==> src/rtl/core/lmx_pkg.sv <==
// shared types, widths and codes of the lamport mutex node
package lmx_pkg;

   localparam int MAX_NODES = 16;
   localparam int FILL_W    = $clog2(MAX_NODES + 1);

   localparam int CMD_W   = 3;
   localparam int NODE_W  = 4;
   localparam int TIME_W  = 15;
   localparam int COUNT_W = 5;
   localparam int REPLY_W = 5;
   localparam int KIND_W  = 2;
   localparam int PEND_W  = 5;
   localparam int ADDR_W  = 4;
   localparam int DATA_W  = 32;

   localparam logic [TIME_W-1:0]  CLOCK_MAX = '1;
   localparam logic [REPLY_W-1:0] REPLY_MAX = '1;

   // command codes
   localparam logic [CMD_W-1:0] CMD_LOCAL_REQ = 3'd0;
   localparam logic [CMD_W-1:0] CMD_LOCAL_REL = 3'd1;
   localparam logic [CMD_W-1:0] CMD_GOT_REQ   = 3'd2;
   localparam logic [CMD_W-1:0] CMD_GOT_REPLY = 3'd3;
   localparam logic [CMD_W-1:0] CMD_GOT_REL   = 3'd4;
   localparam logic [CMD_W-1:0] CMD_GOT_DONE  = 3'd5;

   // outgoing message kinds
   localparam logic [KIND_W-1:0] KIND_NONE    = 2'd0;
   localparam logic [KIND_W-1:0] KIND_REQUEST = 2'd1;
   localparam logic [KIND_W-1:0] KIND_REPLY   = 2'd2;
   localparam logic [KIND_W-1:0] KIND_RELEASE = 2'd3;

   // register indexes (byte address = 4 * index)
   localparam logic [1:0] REG_NODE_ID    = 2'd0;
   localparam logic [1:0] REG_NODE_COUNT = 2'd1;
   localparam logic [1:0] REG_MUTEX_EN   = 2'd2;
   localparam logic [1:0] REG_DONE_FLAGS = 2'd3;

   typedef struct packed {
      logic [NODE_W-1:0]  node_id;
      logic [COUNT_W-1:0] node_count;
      logic               mutex_enable;
   } cfg_type;

   // controller to datapath step commands
   typedef struct packed {
      logic load;
      logic compare;
      logic apply;
      logic result;
   } dp_cmd_type;

   typedef enum logic [3:0] {
      ST_IDLE   = 4'b0001,
      ST_MATCH  = 4'b0010,
      ST_SHIFT  = 4'b0100,
      ST_RESULT = 4'b1000
   } state_type;

endpackage

==> src/rtl/core/lmx_csr.sv <==
// apb-style configuration registers of the lamport mutex node
module lmx_csr (
   input  logic                        clock,
   input  logic                        reset,
   input  logic                        psel,
   input  logic                        penable,
   input  logic                        pwrite,
   input  logic [lmx_pkg::ADDR_W-1:0]  paddr,
   input  logic [lmx_pkg::DATA_W-1:0]  pwdata,
   output logic [lmx_pkg::DATA_W-1:0]  prdata,
   output logic                        pready,
   input  logic [lmx_pkg::MAX_NODES-1:0] done_flags,
   output lmx_pkg::cfg_type            cfg
);
   import lmx_pkg::*;

   cfg_type    cfg_ff, cfg_in;
   logic       wr_en;
   logic [1:0] reg_sel;

   assign pready  = 1'b1;
   assign wr_en   = psel & penable & pwrite;
   assign reg_sel = paddr[3:2];

   always_comb begin
      cfg_in = cfg_ff;
      if (wr_en) begin
         case (reg_sel)
            REG_NODE_ID:    cfg_in.node_id      = pwdata[NODE_W-1:0];
            REG_NODE_COUNT: cfg_in.node_count   = pwdata[COUNT_W-1:0];
            REG_MUTEX_EN:   cfg_in.mutex_enable = pwdata[0];
            default:        cfg_in = cfg_ff;
         endcase
      end
   end

   always_ff @(posedge clock) begin
      if (reset) begin
         cfg_ff.node_id      <= NODE_W'(1);
         cfg_ff.node_count   <= COUNT_W'(2);
         cfg_ff.mutex_enable <= 1'b1;
      end else begin
         cfg_ff <= cfg_in;
      end
   end

   always_comb begin
      unique case (reg_sel)
         REG_NODE_ID:    prdata = DATA_W'(cfg_ff.node_id);
         REG_NODE_COUNT: prdata = DATA_W'(cfg_ff.node_count);
         REG_MUTEX_EN:   prdata = DATA_W'(cfg_ff.mutex_enable);
         REG_DONE_FLAGS: prdata = DATA_W'(done_flags);
      endcase
   end

   assign cfg = cfg_ff;

endmodule

==> src/rtl/core/lmx_ctrl.sv <==
// sequencing state machine and result handshake of the lamport mutex node
module lmx_ctrl (
   input  logic                clock,
   input  logic                reset,
   input  logic                req_valid,
   output logic                req_ready,
   output logic                rsp_valid,
   input  logic                rsp_ready,
   output lmx_pkg::dp_cmd_type ctl
);
   import lmx_pkg::*;

   state_type state_ff, state_in;
   logic      rsp_valid_ff, rsp_valid_in;
   logic      out_free;

   assign out_free = ~rsp_valid_ff | rsp_ready;

   always_comb begin
      state_in    = state_ff;
      ctl         = '0;
      req_ready   = 1'b0;
      unique case (state_ff)
         ST_IDLE: begin
            req_ready = 1'b1;
            if (req_valid) begin
               ctl.load = 1'b1;
               state_in = ST_MATCH;
            end
         end
         ST_MATCH: begin
            ctl.compare = 1'b1;
            state_in    = ST_SHIFT;
         end
         ST_SHIFT: begin
            ctl.apply = 1'b1;
            state_in  = ST_RESULT;
         end
         ST_RESULT: begin
            // hold here while the previous result is still waiting
            if (out_free) begin
               ctl.result = 1'b1;
               state_in   = ST_IDLE;
            end
         end
         default: state_in = ST_IDLE;
      endcase
   end

   always_comb begin
      rsp_valid_in = rsp_valid_ff;
      if (ctl.result) begin
         rsp_valid_in = 1'b1;
      end else if (rsp_ready) begin
         rsp_valid_in = 1'b0;
      end
   end

   always_ff @(posedge clock) begin
      if (reset) begin
         state_ff     <= ST_IDLE;
         rsp_valid_ff <= 1'b0;
      end else begin
         state_ff     <= state_in;
         rsp_valid_ff <= rsp_valid_in;
      end
   end

   assign rsp_valid = rsp_valid_ff;

endmodule

==> src/rtl/core/lmx_datapath.sv <==
// lamport clock, sorted request queue, reply count, done flags and result register
module lmx_datapath (
   input  logic                          clock,
   input  logic                          reset,
   input  lmx_pkg::dp_cmd_type           ctl,
   input  lmx_pkg::cfg_type              cfg,
   input  logic [lmx_pkg::CMD_W-1:0]     req_command,
   input  logic [lmx_pkg::NODE_W-1:0]    req_peer_id,
   input  logic [lmx_pkg::TIME_W-1:0]    req_msg_time,
   output logic [lmx_pkg::KIND_W-1:0]    rsp_send_kind,
   output logic [lmx_pkg::NODE_W-1:0]    rsp_send_dest,
   output logic [lmx_pkg::TIME_W-1:0]    rsp_send_time,
   output logic                          rsp_granted,
   output logic [lmx_pkg::PEND_W-1:0]    rsp_pending_count,
   output logic [lmx_pkg::MAX_NODES-1:0] done_flags
);
   import lmx_pkg::*;

   function automatic logic [TIME_W-1:0] sat_inc(input logic [TIME_W-1:0] value);
      sat_inc = (value == CLOCK_MAX) ? value : value + 1'b1;
   endfunction

   logic [CMD_W-1:0]     cmd_ff;
   logic [NODE_W-1:0]    peer_ff;
   logic [TIME_W-1:0]    mtime_ff;
   logic [TIME_W-1:0]    clock_ff, clock_in;
   logic [TIME_W-1:0]    stamp_ff [MAX_NODES];
   logic [TIME_W-1:0]    stamp_in [MAX_NODES];
   logic [NODE_W-1:0]    node_ff  [MAX_NODES];
   logic [NODE_W-1:0]    node_in  [MAX_NODES];
   logic [FILL_W-1:0]    fill_ff, fill_in;
   logic [REPLY_W-1:0]   replies_ff, replies_in;
   logic [MAX_NODES-1:0] flags_ff, flags_in;
   logic [MAX_NODES-1:0] hit_ff, hit_in;
   logic [MAX_NODES-1:0] shift_up;

   logic [KIND_W-1:0]    kind_ff, kind_in;
   logic [NODE_W-1:0]    dest_ff, dest_in;
   logic [TIME_W-1:0]    stime_ff, stime_in;
   logic                 grant_ff, grant_in;
   logic [PEND_W-1:0]    pend_ff, pend_in;

   logic                 is_lreq, is_lrel, is_greq, is_grel;
   logic                 do_insert, do_remove, queue_full, found;
   logic [TIME_W-1:0]    key_stamp;
   logic [NODE_W-1:0]    key_node;
   logic [COUNT_W-1:0]   expected;

   assign is_lreq    = (cmd_ff == CMD_LOCAL_REQ) & cfg.mutex_enable;
   assign is_lrel    = (cmd_ff == CMD_LOCAL_REL) & cfg.mutex_enable;
   assign is_greq    = (cmd_ff == CMD_GOT_REQ);
   assign is_grel    = (cmd_ff == CMD_GOT_REL);
   assign do_insert  = is_lreq | is_greq;
   assign do_remove  = is_lrel | is_grel;
   assign key_stamp  = is_lreq ? clock_ff : mtime_ff;
   assign key_node   = (is_lreq | is_lrel) ? cfg.node_id : peer_ff;
   assign queue_full = (fill_ff == FILL_W'(MAX_NODES));
   assign found      = |hit_ff;
   assign expected   = (cfg.node_count >= COUNT_W'(2)) ?
                       cfg.node_count - COUNT_W'(2) : '0;

   // per-entry compare: after-key for insert, node match for remove
   always_comb begin
      for (int k = 0; k < MAX_NODES; k++) begin
         logic valid;
         logic later;
         valid = FILL_W'(k) < fill_ff;
         later = (stamp_ff[k] > key_stamp) ||
                 ((stamp_ff[k] == key_stamp) && (node_ff[k] > key_node));
         hit_in[k] = valid & (do_insert ? later : (node_ff[k] == key_node));
      end
   end

   // entries at or past the first match move down on remove
   always_comb begin
      for (int k = 0; k < MAX_NODES; k++) begin
         shift_up[k] = |(hit_ff & ({MAX_NODES{1'b1}} >> (MAX_NODES - 1 - k)));
      end
   end

   always_comb begin
      clock_in   = clock_ff;
      fill_in    = fill_ff;
      replies_in = replies_ff;
      flags_in   = flags_ff;
      for (int k = 0; k < MAX_NODES; k++) begin
         stamp_in[k] = stamp_ff[k];
         node_in[k]  = node_ff[k];
      end

      if (ctl.load) begin
         if (req_command == CMD_LOCAL_REQ) begin
            if (cfg.mutex_enable) begin
               clock_in = sat_inc(clock_ff);
            end
         end else if (req_command == CMD_GOT_REQ || req_command == CMD_GOT_REPLY ||
                      req_command == CMD_GOT_REL || req_command == CMD_GOT_DONE) begin
            clock_in = sat_inc((req_msg_time > clock_ff) ? req_msg_time : clock_ff);
         end
      end

      if (ctl.apply) begin
         if (is_lrel || is_greq) begin
            clock_in = sat_inc(clock_ff);
         end
         if (is_lreq) begin
            replies_in = '0;
         end else if (cmd_ff == CMD_GOT_REPLY && replies_ff != REPLY_MAX) begin
            replies_in = replies_ff + 1'b1;
         end
         if (cmd_ff == CMD_GOT_DONE) begin
            for (int k = 0; k < MAX_NODES; k++) begin
               if (int'(peer_ff) == k) begin
                  flags_in[k] = 1'b1;
               end
            end
         end

         if (do_insert && !queue_full) begin
            fill_in = fill_ff + 1'b1;
            if (hit_ff[0] || fill_ff == '0) begin
               stamp_in[0] = key_stamp;
               node_in[0]  = key_node;
            end
            for (int k = 1; k < MAX_NODES; k++) begin
               if (hit_ff[k-1]) begin
                  stamp_in[k] = stamp_ff[k-1];
                  node_in[k]  = node_ff[k-1];
               end else if (hit_ff[k] || fill_ff == FILL_W'(k)) begin
                  stamp_in[k] = key_stamp;
                  node_in[k]  = key_node;
               end
            end
         end else if (do_remove && found) begin
            fill_in = fill_ff - 1'b1;
            for (int k = 0; k < MAX_NODES - 1; k++) begin
               if (shift_up[k]) begin
                  stamp_in[k] = stamp_ff[k+1];
                  node_in[k]  = node_ff[k+1];
               end
            end
         end
      end
   end

   // result from the state left by this transaction
   always_comb begin
      kind_in  = KIND_NONE;
      dest_in  = '0;
      if (is_lreq) begin
         kind_in = KIND_REQUEST;
      end else if (is_lrel) begin
         kind_in = KIND_RELEASE;
      end else if (is_greq) begin
         kind_in = KIND_REPLY;
         dest_in = peer_ff;
      end
      stime_in = (kind_in == KIND_NONE) ? '0 : clock_ff;
      if (cfg.mutex_enable) begin
         grant_in = (fill_ff != '0) && (node_ff[0] == cfg.node_id) &&
                    (replies_ff >= expected);
      end else begin
         grant_in = (cmd_ff == CMD_LOCAL_REQ);
      end
      pend_in = (int'(fill_ff) > 31) ? PEND_W'(31) : PEND_W'(fill_ff);
   end

   always_ff @(posedge clock) begin
      if (reset) begin
         clock_ff   <= '0;
         fill_ff    <= '0;
         replies_ff <= '0;
         flags_ff   <= '0;
      end else begin
         clock_ff   <= clock_in;
         fill_ff    <= fill_in;
         replies_ff <= replies_in;
         flags_ff   <= flags_in;
      end
   end

   always_ff @(posedge clock) begin
      for (int k = 0; k < MAX_NODES; k++) begin
         stamp_ff[k] <= stamp_in[k];
         node_ff[k]  <= node_in[k];
      end
      if (ctl.load) begin
         cmd_ff   <= req_command;
         peer_ff  <= req_peer_id;
         mtime_ff <= req_msg_time;
      end
      if (ctl.compare) begin
         hit_ff <= hit_in;
      end
      if (ctl.result) begin
         kind_ff  <= kind_in;
         dest_ff  <= dest_in;
         stime_ff <= stime_in;
         grant_ff <= grant_in;
         pend_ff  <= pend_in;
      end
   end

   assign rsp_send_kind     = kind_ff;
   assign rsp_send_dest     = dest_ff;
   assign rsp_send_time     = stime_ff;
   assign rsp_granted       = grant_ff;
   assign rsp_pending_count = pend_ff;
   assign done_flags        = flags_ff;

endmodule

==> src/rtl/core/lamport_mutex_node.sv <==
// top level of one lamport mutual exclusion node
//
// Each transaction runs through these steps in order: the accept step updates
// the lamport clock, the next compares every queue entry against the key in
// parallel, the third shifts the sorted queue and updates the reply count
// and done flags, and the fourth loads the result register. That
// compare-then-shift sequence over the request queue sets the rate. The
// result register holds a finished result while the next request is taken;
// the fourth step stalls only while the previous result is still unread.
// Registers: node_id at 0x0, node_count at 0x4, mutex_enable at 0x8, and a
// read-only view of the done flags at 0xC; write them only while idle.
module lamport_mutex_node (
   input  logic                        clock,
   input  logic                        reset,
   input  logic                        req_valid,
   output logic                        req_ready,
   input  logic [lmx_pkg::CMD_W-1:0]   req_command,
   input  logic [lmx_pkg::NODE_W-1:0]  req_peer_id,
   input  logic [lmx_pkg::TIME_W-1:0]  req_msg_time,
   output logic                        rsp_valid,
   input  logic                        rsp_ready,
   output logic [lmx_pkg::KIND_W-1:0]  rsp_send_kind,
   output logic [lmx_pkg::NODE_W-1:0]  rsp_send_dest,
   output logic [lmx_pkg::TIME_W-1:0]  rsp_send_time,
   output logic                        rsp_granted,
   output logic [lmx_pkg::PEND_W-1:0]  rsp_pending_count,
   input  logic                        psel,
   input  logic                        penable,
   input  logic                        pwrite,
   input  logic [lmx_pkg::ADDR_W-1:0]  paddr,
   input  logic [lmx_pkg::DATA_W-1:0]  pwdata,
   output logic [lmx_pkg::DATA_W-1:0]  prdata,
   output logic                        pready
);
   import lmx_pkg::*;

   cfg_type              cfg;
   dp_cmd_type           ctl;
   logic [MAX_NODES-1:0] done_flags;

   lmx_csr u_csr (
      .clock      (clock),
      .reset      (reset),
      .psel       (psel),
      .penable    (penable),
      .pwrite     (pwrite),
      .paddr      (paddr),
      .pwdata     (pwdata),
      .prdata     (prdata),
      .pready     (pready),
      .done_flags (done_flags),
      .cfg        (cfg)
   );

   lmx_ctrl u_ctrl (
      .clock     (clock),
      .reset     (reset),
      .req_valid (req_valid),
      .req_ready (req_ready),
      .rsp_valid (rsp_valid),
      .rsp_ready (rsp_ready),
      .ctl       (ctl)
   );

   lmx_datapath u_datapath (
      .clock             (clock),
      .reset             (reset),
      .ctl               (ctl),
      .cfg               (cfg),
      .req_command       (req_command),
      .req_peer_id       (req_peer_id),
      .req_msg_time      (req_msg_time),
      .rsp_send_kind     (rsp_send_kind),
      .rsp_send_dest     (rsp_send_dest),
      .rsp_send_time     (rsp_send_time),
      .rsp_granted       (rsp_granted),
      .rsp_pending_count (rsp_pending_count),
      .done_flags        (done_flags)
   );

endmodule

==> config.mk <==
export PLATFORM = sky130hd
export DESIGN_NAME = lamport_mutex_node
export DESIGN_NICKNAME = d
export VERILOG_FILES = /design/src/rtl/core/lmx_pkg.sv /design/src/rtl/core/lmx_csr.sv /design/src/rtl/core/lmx_ctrl.sv /design/src/rtl/core/lmx_datapath.sv /design/src/rtl/core/lamport_mutex_node.sv
export SDC_FILE = /design/constraint.sdc
export NUM_CORES = 2
export LEC_CHECK = 0
export BUFFER_PORTS_ARGS = -buffer_cell sky130_fd_sc_hd__clkbuf_2
export CORE_MARGIN = 2
export CORE_UTILIZATION = 40
export DETAILED_ROUTE_END_ITERATION = 8
export SYNTH_ARGS = -nofsm -noshare
export SYNTH_HDL_FRONTEND = slang
export SYNTH_SLANG_ARGS = --single-unit
==> constraint.sdc <==
create_clock -name clock -period 3.9 [get_ports clock]
set_input_delay 0.195 -clock clock [delete_from_list [all_inputs] [get_ports clock]]
set_output_delay 0.195 -clock clock [all_outputs]
set_load 0.05 [all_outputs]
# Yosys cells after proc, flatten, opt, wreduce, memory -nomap -nowiden
# Memories as Yosys holds them, arrays and structs flattened.
# Index checks and enable logic that the tools add are counted.
# op_classes
addsub,6
order_cmp,51
eq_ne,85
muxes,149
bitwise,26
n_reduce_logical,106
# ops
cell,count
15-bit two-way mux,57
225-bit two-way mux,2
15-bit greater-than comparator,17
15-bit == test,16
240-bit two-way mux,1
4-bit two-way mux,50
32-bit one-hot mux with 4 select lines,1
60-bit two-way mux,2
4-bit == test,17
4-bit greater-than comparator,16
64-bit two-way mux,1
3-bit AND reduction,16
5-bit by 4-bit == test with 1-bit output (second input constant),8
4-bit by 5-bit < comparator with 1-bit output (first input constant),8
4-bit == test (second input constant),9
1-bit logical OR,36
15-bit by 1-bit adder with 15-bit output (second input constant),2
15-bit == test (second input constant),2
1-bit two-way mux,26
5-bit two-way mux,5
1-bit logical AND,21
1-bit AND,20
4-bit by 3-bit == test with 1-bit output (second input constant),5
5-bit by 3-bit == test with 1-bit output (second input constant),4
other kinds (48),81
# word_totals
register_bits,121
mem_bits_rw,304
output_inout_bits,62
word_cells,458
mem_count,2
# memory_table
memory,words,word_bits,rd,rd_ports_with_merged_regs,write_ports,line_no,rtl
u_datapath.stamp_ff,16,15,16,0,16,lmx_datapath.sv:27,logic [TIME_W-1:0] stamp_ff [MAX_NODES];
u_datapath.node_ff,16,4,16,0,16,lmx_datapath.sv:29,logic [NODE_W-1:0] node_ff [MAX_NODES];

# Logic depth before layout (Yosys ltp)
# depth
word_depth,9
ltp_mapped,17

# Hierarchy
# From an unflattened synthesis, not the netlist that was laid out.
# unflattened
cells_unflattened,3287
hier_area_um2,29554.6
# modules_own_cells
mod,n_inst,cells_each,area_per_inst_um2,seq_area_each_um2
lmx_datapath,1,3171,28507.3,11901.4
lmx_csr,1,87,775.7,200.2
lmx_ctrl,1,29,271.5,100.1

# Worst setup path after synthesis
# Ideal clock, no wire load.
# synth_timing
kind,flip-flop to flip-flop
startpoint,register u_ctrl.state_ff[1]
endpoint,register u_datapath.clock_ff[7]
arrival_time_ps,3948
setup_slack_ps,-123
stages_incl_launch_ff,7
path_buffers,0
period_less_slack_ps,4023
path_cell_list,dfxtp_1 -> nor4b_1 -> nand2_1 -> inv_1 -> nand2_1 -> or4_1 -> o22ai_1
# synth_lines
item,line_no,rtl
from (decl),lmx_ctrl.sv:13,"state_type state_ff, state_in;"
from (signal assigned),lmx_ctrl.sv:64,state_ff <= state_in;
to (signal assigned),lmx_datapath.sv:175,clock_ff <= clock_in;
to (decl),lmx_datapath.sv:26,"logic [TIME_W-1:0] clock_ff, clock_in;"

# Worst setup path in the final report
# layout_timing
startpoint,register u_datapath.cmd_ff[2]
endpoint,register u_datapath.hit_ff[1] (data pin)
# layout_via
elab_chain_len,9
# layout_rtl
item,line_no,rtl
from (decl),lmx_datapath.sv:23,logic [CMD_W-1:0] cmd_ff;
from (signal assigned),lmx_datapath.sv:188,cmd_ff <= req_command;
branches (longest 7 deep; another with 15-bit greater-than comparator),-,
1-bit two-way mux (*),lmx_datapath.sv:70,hit_in[k] = valid & (do_insert ? later : (node_ff[k] == key_node));
1-bit AND (*),lmx_datapath.sv:70,
via u_datapath.hit_in[1],lmx_datapath.sv:34,"logic [MAX_NODES-1:0] hit_ff, hit_in;"
to (signal assigned),lmx_datapath.sv:193,hit_ff <= hit_in;
to (decl),lmx_datapath.sv:34,
# Mark *: on every way through the listed nets, which the timed path passes.
# A chain may end at the register's enable or synchronous reset.

==> reports/results.txt <==
Status: finished clean
Crit Path Max Fanout: 15
Clock-pin slew on the worst setup and hold paths: 60 ps
Total wire length: 87390 um
Final Hold Fails: 0
CP Data Required Time: 4250 ps
Peak supply drop: 0.2859 mV
Core area: 72830 sq um
Wirelength per Cell: 20.06 um
Via Count: 24540
Avg Cell Area, Syn: 8.991 sq um
Port Buffers: 80
Cell chain of the critical path: nor3b_2, nor2b_4, buf_4, mux2i_4, buf_12, ha_1, nor2b_1, o21a_1, o21a_1, o21a_1, o21a_1, o21ai_0, a21oi_1, o41ai_1, nand2_1
Post-synth top area cell: edfxtp_1
Routed wl met3: 4593 um
Worst slew pin tran: 1052 ps
Vias in the first global route: 23770
CP startpoint kind: flop
Chip width: 275.2 um
Crit path max-delay cell type: o41ai_1
Prevailing post-synth register cell: edfxtp_1
Max Cap Viol: 0
Total grt overflow: 0
Clk buf depth: 3
RSZ-0062 raised after global routing: false
H-tree Lvls: 2
Vias/cell: 5.631
Antenna Cells: 0
Final worst slack: 337.6 ps
Cts repair resizes: 0
Synth area leaders: edfxtp_1 38%, ha_1 14%, o21ai_0 7.1%
Post-placement setup slack: 178.1 ps
Post-synth EDFFs: 369
Rows: 99
Final slew viol count: 0
Area Growth Syn to Fin: 13.50%
Leak: 13.21 nW
Post-synth top area share: 37.66%
Yosys warns: 0
Most frequent cells in the layout: 416 x nand2_1, 415 x o21ai_0, 369 x edfxtp_1
Hold Path Depth: 6
Root Buffer: clkbuf_16
First drt pass iteration count: 6
CTS tree: done
Setup CP Type: flop to flop
Clk sinks: 425
Period utilization: 91.34%
Most used cell along the critical path: o21a_1
HPWL Detailed: 61830 um
Share of cells above drive strength 1: 10.24%
Cell Area, Synth: 29420 sq um
CTS Buf Count: 50
Met2 routed WL: 39910 um
Seq cells post-synth: 425
Total track usage: 23.17%
Top-Level Pins: 127
DR DRC count: 0
WP data arrival: 3910 ps
Placer Congestion: 0.9106
Pin count of the biggest net entering global routing: 194
Routed Antenna Nets: 0
Slew margin rel.: 29.34%
Yosys cell types: 83
Die Area: 75740 sq um
Layout Nets: 3760
Path depth of the worst reg2reg path: 15
Antenna violations before repair: 0
Setup TNS: 0 ps
Routed metal-1 wirelength: 40850 um
Sequential element share of the synthesized area: 41.47%
Post-synth ARST share: 0%
Hold WC Path Type: input port to flop
CP endpoint kind: flop
Worst stage delay on the critical path: 400 ps
Fillers: 7053
Layout Skew: 32.05 ps
Cells after synthesis: 3272
Final setup viols: 0
Clk Latency, worst-skew pair: 620 ps
Fmax: 0.2807 GHz
Fin crit period: 3562 ps
Initial Utilization: 40.39%
Most common cell after layout, fill and taps aside: nand2_1
Iter 0 DRT Violations: 1846
Pwr dens: 353.5 nW/um^2
Highest routed layer: met4
First-pass GRT wire length: 137700 um
Die Y: 275.2 um
==> final cells by class <==
type                       instances  area, sq um  area share, %
clock buffer                      71         1499          4.489
clock inverter                    17        163.9         0.4909
inverter                          86        322.8         0.9668
multi-input combinational       2560        16100          48.22
sequential                       425        12200          36.54
tap                              959         1200          3.594
timing repair buffer             239         1902          5.696
==> where the power goes <==
group	switching, W	total [W]	leakage, nW	internal, W
sequential	0.0000430	0.00502	3.84	0.00498
clock	0.00203	0.00483	0.814	0.00281
combinational	0.00121	0.00195	8.56	0.000740
total	0.00327	0.0118	13.2	0.00853
==> worst paths after layout <==
path         slack, ps                         to                 startpoint
max reg2reg        340       u_datapath.hit_ff[1]       u_datapath.cmd_ff[2]
min reg2reg        470  u_datapath.done_flags[14]  u_datapath.done_flags[14]
max                340       u_datapath.hit_ff[1]       u_datapath.cmd_ff[2]
min                130               u_csr.cfg[0]                    penable
==> layer usage <==
layer	vias to the layer above	GRT usage (%)
met5	-	0
met4	0	5.932
met3	118	3.186
met2	646	37.70
met1	11620	32.42
li1	12150	-
==> per-stage QoR <==
| step | cells | instance area, sq um | power, W | hold WS, ps | util (%) |
|---|---|---|---|---|---|
| 3_3_place_gp | 4234 | 31360 | 0.006982 | 374.7 | 43.05 |
| 3_5_place_dp | 4234 | 31360 | 0.007011 | 376.0 | 43.05 |
| 6_report | 4357 | 33390 | 0.01180 | 126.5 | 45.84 |
| 2_1_floorplan | 3287 | 29480 | 0.006411 | 293.9 | - |
| 5_1_grt | 4357 | 33390 | 0.01229 | 187.1 | 45.84 |
| 4_1_cts | 4350 | 33300 | 0.01187 | 104.9 | 45.72 |
==> what timing repair did <==
item                       CTS  global route
hold endpoints to repair    33             0
setup endpoints to repair    0             2
setup buffers                0             7
hold buffers                28             0
==> critical path, delay by kind of cell (launching register included) <==
family	cells	cell delay, ps
AND/OR/NAND/NOR	4	680
flip-flops	1	390
multiplexers	1	250
AO/OA/AOI/OAI	7	1330
adder cells (fa/ha/maj)	1	270
buffers and inverters	2	390
==> synth_stat cells, drive strengths merged (9+ instances only) <==
library cell  count
xnor2            22
buf              69
edfxtp          369
clkbuf          147
nand3            60
o21ai           429
o21a             62
dfxtp            56
o22ai            10
nor4             23
a21o             42
a31oi            24
mux2i            55
and3             21
and4              9
a211oi           19
nand2           416
a21oi           355
nor2            357
nand2b           30
inv              86
nor2b            54
ha              333
nor3             39
xor2             10
nand4            70
a2111oi          14
==> flip-flops by register name, summed over array words and instances, names as in the netlist, 5 cells and up <==
| name | flops |
|---|---|
| u_csr.cfg | 10 |
| u_datapath.clock_ff | 15 |
| u_datapath.done_flags | 16 |
| u_datapath.fill_ff | 5 |
| u_datapath.hit_ff | 16 |
| u_datapath.mtime_ff | 15 |
| u_datapath.node_ff | 64 |
| u_datapath.replies_ff | 5 |
| u_datapath.rsp_pending_count | 5 |
| u_datapath.rsp_send_time | 15 |
| u_datapath.stamp_ff | 240 |
==> kinds of logic after synthesis <==
| family | count (synthesis) | synth area share, % |
|---|---|---|
| other | 2 | 0.02553 |
| AO/OA/AOI/OAI | 1008 | 19.24 |
| adder cells (fa/ha/maj) | 333 | 14.16 |
| flip-flops | 425 | 41.47 |
| multiplexers | 59 | 2.565 |
| buffers and inverters | 302 | 4.551 |
| AND/OR/NAND/NOR | 1111 | 17.02 |
| XOR/XNOR | 32 | 0.9526 |
Power figures use the tool's default switching activity.
